**config.mk**
```make
export PLATFORM = sky130hd
export DESIGN_NAME = ksci_sine
export DESIGN_NICKNAME = d
export VERILOG_FILES = /design/src/design/keyframe_sky_color_interpolator_assert.svh /design/src/design/ksci_pkg.sv /design/src/design/ksci_sine.sv
export SDC_FILE = /design/constraint.sdc
export NUM_CORES = 2
export LEC_CHECK = 0
export BUFFER_PORTS_ARGS = -buffer_cell sky130_fd_sc_hd__buf_2
export CAP_MARGIN = 20
export CORE_AREA = 2 2 236 238
export CTS_BUF_LIST = sky130_fd_sc_hd__clkbuf_2
export CTS_CLUSTER_DIAMETER = 120
export CTS_CLUSTER_SIZE = 30
export DETAILED_ROUTE_END_ITERATION = 16
export DIE_AREA = 0 0 238 240
export PLACE_DENSITY = 0.72
export SYNTH_ARGS = -nofsm -noshare
export SYNTH_HDL_FRONTEND = slang
export SYNTH_SLANG_ARGS = --single-unit
```
**constraint.sdc**
```tcl
create_clock -name clk -period 12.2 [get_ports clk]
set_input_delay 0 -clock clk [delete_from_list [all_inputs] [get_ports clk]]
set_output_delay 0 -clock clk [all_outputs]
set_load 0.05 [all_outputs]
```
**src/design/keyframe_sky_color_interpolator_assert.svh**
```systemverilog
`ifndef KEYFRAME_SKY_COLOR_INTERPOLATOR_ASSERT_SVH
`define KEYFRAME_SKY_COLOR_INTERPOLATOR_ASSERT_SVH

// same-cycle implication
`define KSCI_CHECK_NOW(name, ante, cons, msg) \
  name: assert property (@(posedge clk) disable iff (rst) (ante) |-> (cons)) \
    else $error(msg);

// next-cycle implication
`define KSCI_CHECK_NEXT(name, ante, cons, msg) \
  name: assert property (@(posedge clk) disable iff (rst) (ante) |=> (cons)) \
    else $error(msg);

`endif

```
**src/design/ksci_pkg.sv**
```systemverilog
package ksci_pkg;

  localparam int ROM_KEYS   = 10;
  localparam int KEY_W      = 4;
  localparam int NUM_GROUPS = 6;
  localparam int DIV_STAGES = 4;
  localparam int DIV_STEPS  = 4;

  typedef logic [KEY_W-1:0]   key_idx_t;
  typedef logic [2:0]         group_t;
  typedef logic signed [15:0] q14_t;
  typedef logic [16:0]        ktime_t;

  localparam group_t GRP_ZENITH  = 3'd0;
  localparam group_t GRP_HORIZON = 3'd1;
  localparam group_t GRP_GROUND  = 3'd2;
  localparam group_t GRP_SUN     = 3'd3;
  localparam group_t GRP_DIR     = 3'd4;
  localparam group_t GRP_TIME    = 3'd5;

  localparam ktime_t      SPAN_MIN   = 17'd6;
  localparam logic [19:0] DIV3_RECIP = 20'd699051;
  localparam int          DIV3_SHIFT = 21;
  localparam logic [15:0] QUARTER    = 16'd16384;

  function automatic q14_t cq(int h);
    return q14_t'((h * 16384 + 50) / 100);
  endfunction

  function automatic ktime_t kt(int h);
    return ktime_t'((h * 65536 + 50) / 100);
  endfunction

  localparam ktime_t KEY_T [ROM_KEYS] = '{
    kt(0), kt(18), kt(22), kt(30), kt(50), kt(70), kt(78), kt(83), kt(87), kt(100)
  };

  localparam q14_t KEY_RGB [ROM_KEYS][4][3] = '{
    '{'{cq(0), cq(0), cq(5)},    '{cq(2), cq(2), cq(8)},
      '{cq(2), cq(1), cq(0)},    '{cq(0), cq(0), cq(0)}},
    '{'{cq(1), cq(1), cq(10)},   '{cq(5), cq(5), cq(12)},
      '{cq(3), cq(2), cq(1)},    '{cq(0), cq(0), cq(0)}},
    '{'{cq(5), cq(5), cq(20)},   '{cq(40), cq(20), cq(10)},
      '{cq(10), cq(6), cq(3)},   '{cq(100), cq(50), cq(10)}},
    '{'{cq(15), cq(30), cq(65)}, '{cq(70), cq(60), cq(40)},
      '{cq(12), cq(10), cq(7)},  '{cq(100), cq(80), cq(50)}},
    '{'{cq(10), cq(30), cq(75)}, '{cq(55), cq(65), cq(80)},
      '{cq(15), cq(12), cq(10)}, '{cq(100), cq(97), cq(90)}},
    '{'{cq(12), cq(28), cq(70)}, '{cq(65), cq(55), cq(35)},
      '{cq(12), cq(10), cq(7)},  '{cq(100), cq(80), cq(50)}},
    '{'{cq(5), cq(5), cq(20)},   '{cq(55), cq(25), cq(10)},
      '{cq(10), cq(6), cq(3)},   '{cq(100), cq(50), cq(10)}},
    '{'{cq(1), cq(1), cq(12)},   '{cq(8), cq(5), cq(18)},
      '{cq(3), cq(2), cq(1)},    '{cq(20), cq(5), cq(0)}},
    '{'{cq(0), cq(0), cq(6)},    '{cq(3), cq(3), cq(9)},
      '{cq(2), cq(1), cq(0)},    '{cq(0), cq(0), cq(0)}},
    '{'{cq(0), cq(0), cq(5)},    '{cq(2), cq(2), cq(8)},
      '{cq(2), cq(1), cq(0)},    '{cq(0), cq(0), cq(0)}}
  };

  localparam q14_t KEY_INT [ROM_KEYS] = '{
    cq(0), cq(0), cq(60), cq(100), cq(140), cq(100), cq(60), cq(10), cq(0), cq(0)
  };

endpackage

```
**src/design/ksci_sine.sv**
```systemverilog
module ksci_sine
  import ksci_pkg::*;
(
  input  logic        clk,
  input  logic        en,
  input  logic [15:0] phase,
  output q14_t        value
);

  localparam logic [14:0] COEF_A = 15'd25736;
  localparam logic [13:0] COEF_B = 14'd10512;
  localparam logic [10:0] COEF_C = 11'd1160;

  logic signed [16:0] fold;
  logic        [14:0] zin;
  logic        [28:0] zsq;

  logic [14:0] z1, z2, z3, z2_1, z2_2;
  logic        neg1, neg2, neg3;
  logic [13:0] inner2;
  logic [14:0] outer3;

  logic [25:0] p2;
  logic [28:0] p3;
  logic [29:0] p4;

  always_comb begin
    fold = 17'($signed(phase));
    if (fold > 17'sd16384) begin
      fold = 17'sd32768 - fold;
    end else if (fold < -17'sd16384) begin
      fold = -17'sd32768 - fold;
    end
    zin = fold[16] ? 15'(-fold) : fold[14:0];
    zsq = 29'(zin) * 29'(zin);
  end

  assign p2 = 26'(z2_1) * 26'(COEF_C);
  assign p3 = 29'(z2_2) * 29'(inner2);
  assign p4 = 30'(z3) * 30'(outer3);

  always_ff @(posedge clk) begin
    if (en) begin
      z1     <= zin;
      neg1   <= fold[16];
      z2_1   <= 15'((zsq + 29'd8192) >> 14);
      z2     <= z1;
      neg2   <= neg1;
      z2_2   <= z2_1;
      inner2 <= COEF_B - 14'((p2 + 26'd8192) >> 14);
      z3     <= z2;
      neg3   <= neg2;
      outer3 <= COEF_A - 15'((p3 + 29'd8192) >> 14);
      value  <= neg3 ? -q14_t'((p4 + 30'd8192) >> 14) : q14_t'((p4 + 30'd8192) >> 14);
    end
  end

endmodule

```
==> impl_results.md <==
* Status: complete, no violations
* Fraction of registers with async set/reset at 0%
* Hold WC Path Type: in2reg
* Critical Path RT at 12,710 ps
* Post-synth top flop: edfxtp_1
* Flip-flop and latch count after synthesis at 123
* Drc violations at 0
* Max-slew violations at 0
* Number of flops mapped to enable cells by yosys at 123
* TritonRoute pass-1 iters at 5
* Reg2Reg Setup Slack at 3700 ps
* TritonCTS clock tree: built
* Starting Density at 49.30%
* Post-CTS Resized at 0
* Buf+Inv Stages, Crit Path at 8
* Number of distinct library cells after synthesis at 81
* Setup TNS at 0 ps
* Detail Placement HPWL at 50,350 um
* Die height at 240 um
* Clock root buffer: clkbuf_2
* Yosys warning total at 0
* Fmax at 99.97 MHz
* Initial antenna violation count at 2
* Largest net degree at the start of global routing at 69
* CP max FO at 20
* Crit. End Element: register
* Met3 Use GR at 3.226%
* Fraction of the mapped netlist area in simple logic gates at 14.40%
* RSZ-0062 raised after global routing: false
* Final Cell Area at 0.02807 sq mm
* Adder-Cell Fraction of Synth Area at 50.81%
* Max cap viols at 0
* Grt ovf at 0
* Synth-to-Final Area Change at 4.169%
* Worst Setup Path Type: in2reg
* Placer Congestion at 0.9076
* Core area at 0.05466 sq mm
* Post-Syn Area per Cell at 9.472 sq um
* Global routing's busiest layer: met2
* Post-synthesis compound-gate area fraction at 6.542%
* Vias in the first global route at 21,010
* Worst-path clk slew at 230 ps
* Fin crit share at 81.99%
* Worst Path Arrival at 10,520 ps
* # rows at 86
* CP peak stage delay at 770 ps
* Max clock buf depth at 2
* CP startpoint kind: input port
* Final wirelength at 63,820 um
* Post-synthesis xor/xnor area fraction at 4.378%
* Global Route met1 Usage at 29.91%
* I/O pins at 34
* CTS Buf Count at 17
* Routed WL per cell at 17.98 um
* Die ar. at 0.05712 sq mm
* Clock sinks at 123
* First-pass GRT wire length at 105,400 um
* Slew margin rel. at 32.95%
* Port bufs at 33
* Worst slew pin tran at 996.5 ps
* Largest family of logic cells by synthesized area: adder cells
* Cell count after synthesis at 2,845
* Post-Syn Area at 0.02695 sq mm
* Via density per instance at 5.487
* Final Setup Violations at 0
* Initial DRC Count at 1,243
* Net count, final at 3,666
* Final antenna-violating net count at 0
* Met2 Usage GRT at 40.54%
* Clk Latency, worst-skew pair at 770 ps
* Placed cell area at 0.02773 sq mm
* Final hold viol count at 0
* Register area share after synthesis at 13.71%
* Share of layout cells above drive strength 1 at 3.585%
* H-tree Lvls at 4
* Die Wd at 238 um
* Routed via count at 19,479
* Gr usage total at 23.29%
* Fin crit period at 10,000 ps
* Critical path's top delay family: adder cells
* Worst Clk Skew at 48.09 ps
* Post-synthesis mux area share at 0.3807%
* Slowest CP cell: xnor2_1
[worst register-to-register path, delay by kind of cell, from the launching register on]
kind | cells | cell delay, ps
adder cells (fa/ha/maj) | 7 | 3350
AO/OA/AOI/OAI | 8 | 3010
flip-flops | 1 | 950
AND/OR/NAND/NOR | 4 | 850
buffers and inverters | 3 | 160
[layout make-up]
class | instances | area (sq um)
Antenna cell | 1 | 2.502
Clock buffer | 17 | 85.08
Clock inverter | 14 | 112.6
Fill cell | 4882 | 26590
Inverter | 603 | 2263
Multi-Input combinational cell | 2031 | 20650
Sequential cell | 123 | 3694
Tap cell | 704 | 880.8
Timing Repair Buffer | 57 | 380.4
[layout by cell type (no fill, tap or decap), types with 17 or more instances in the layout]
| cell type | n |
|---|---|
| nand2_1 | 371 |
| a21o_1 | 19 |
| nand3_1 | 20 |
| and2_1 | 193 |
| buf_2 | 32 |
| nor2b_1 | 17 |
| a21oi_1 | 62 |
| ha_1 | 352 |
| xnor2_1 | 84 |
| nor3_1 | 18 |
| xor2_1 | 47 |
| o21a_1 | 17 |
| inv_1 | 600 |
| nor2_1 | 85 |
| edfxtp_1 | 123 |
| clkbuf_2 | 17 |
| o21ai_0 | 55 |
| fa_1 | 463 |
[worst paths after layout]
kind / start / to / cells past startpoint
worst min register to register: z1[11]$_DFFE_PP_ / z2[11]$_DFFE_PP_ / 0
worst min-delay path: phase[13] / neg1$_DFFE_PP_ / 4
worst max register to register: inner2[5]$_DFFE_PP_ / outer3[14]$_DFFE_PP_ / 22
worst max-delay path: phase[0] / z2_1[14]$_DFFE_PP_ / 36
[kinds of logic after synthesis]
family / count (synthesis)
XOR/XNOR: 133
AO/OA/AOI/OAI: 265
flip-flops: 123
buffers and inverters: 698
multiplexers: 10
AND/OR/NAND/NOR: 797
other: 2
adder cells (fa/ha/maj): 817
[per-stage QoR]
stage | std cells | setup WS (ps) | utilization, % | hold slack, ps
after global placement | 3504 | 2168 | 50.74 | 403.1
after floorplan | 2852 | 3473 | - | 98.87
after global routing | 3550 | 1715 | 51.36 | 67.21
after detailed placement | 3504 | 1874 | 50.74 | 404.5
after CTS | 3548 | 2142 | 51.34 | 16.34
final | 3550 | 2197 | 51.36 | 123.6
[per-layer routing]
metal	up-vias	share of wire (%)
met1	9798	41
met5	-	0.020
met4	2	3.0
met2	663	50
li1	8877	-
met3	139	6.2
[registers in the layout, summed over array words and instances (netlist names)]
signal / count
outer3: 15
neg2: 1
inner2: 14
z2_1: 15
z2_2: 15
z3: 15
z2: 15
neg3: 1
z1: 15
neg1: 1
value: 16
[synthesized netlist by cell type (7+ instances only)]
master    number  area share (%)
a21oi_1       62             1.2
or3_1          8            0.19
o31ai_1       15            0.42
o21ai_0       55             1.0
and4_1         7            0.23
nand2_1      371             5.2
nor3_1        18            0.33
and3_1        10            0.23
fa_1         463              34
a31oi_1       11            0.26
a211oi_1      11            0.31
mux2i_1        8            0.30
o211ai_1       8            0.22
and2_1       193             4.5
inv_1        600             8.4
nor2b_1       17            0.39
xnor2_1       84             2.7
nand2b_1      14            0.32
clkbuf_1      88             1.2
or4_1          8            0.22
xor2_1        47             1.5
nor2_1        85             1.2
edfxtp_1     123              14
o21a_1        17            0.47
nand3_1       20            0.37
nand3b_1       7            0.20
nand4_1        7            0.16
ha_1         352              16
a21o_1        19            0.53
[timing repair]
item | 4_1_cts | 5_1_grt
hold buffers | 13 | 0
setup buffers | 0 | 0
endpoints found under the hold margin | 78 | 0
Power is left out: the tool's default activity adds up to more than one toggle a clock period on the data nets, which glitch-free logic cannot reach.
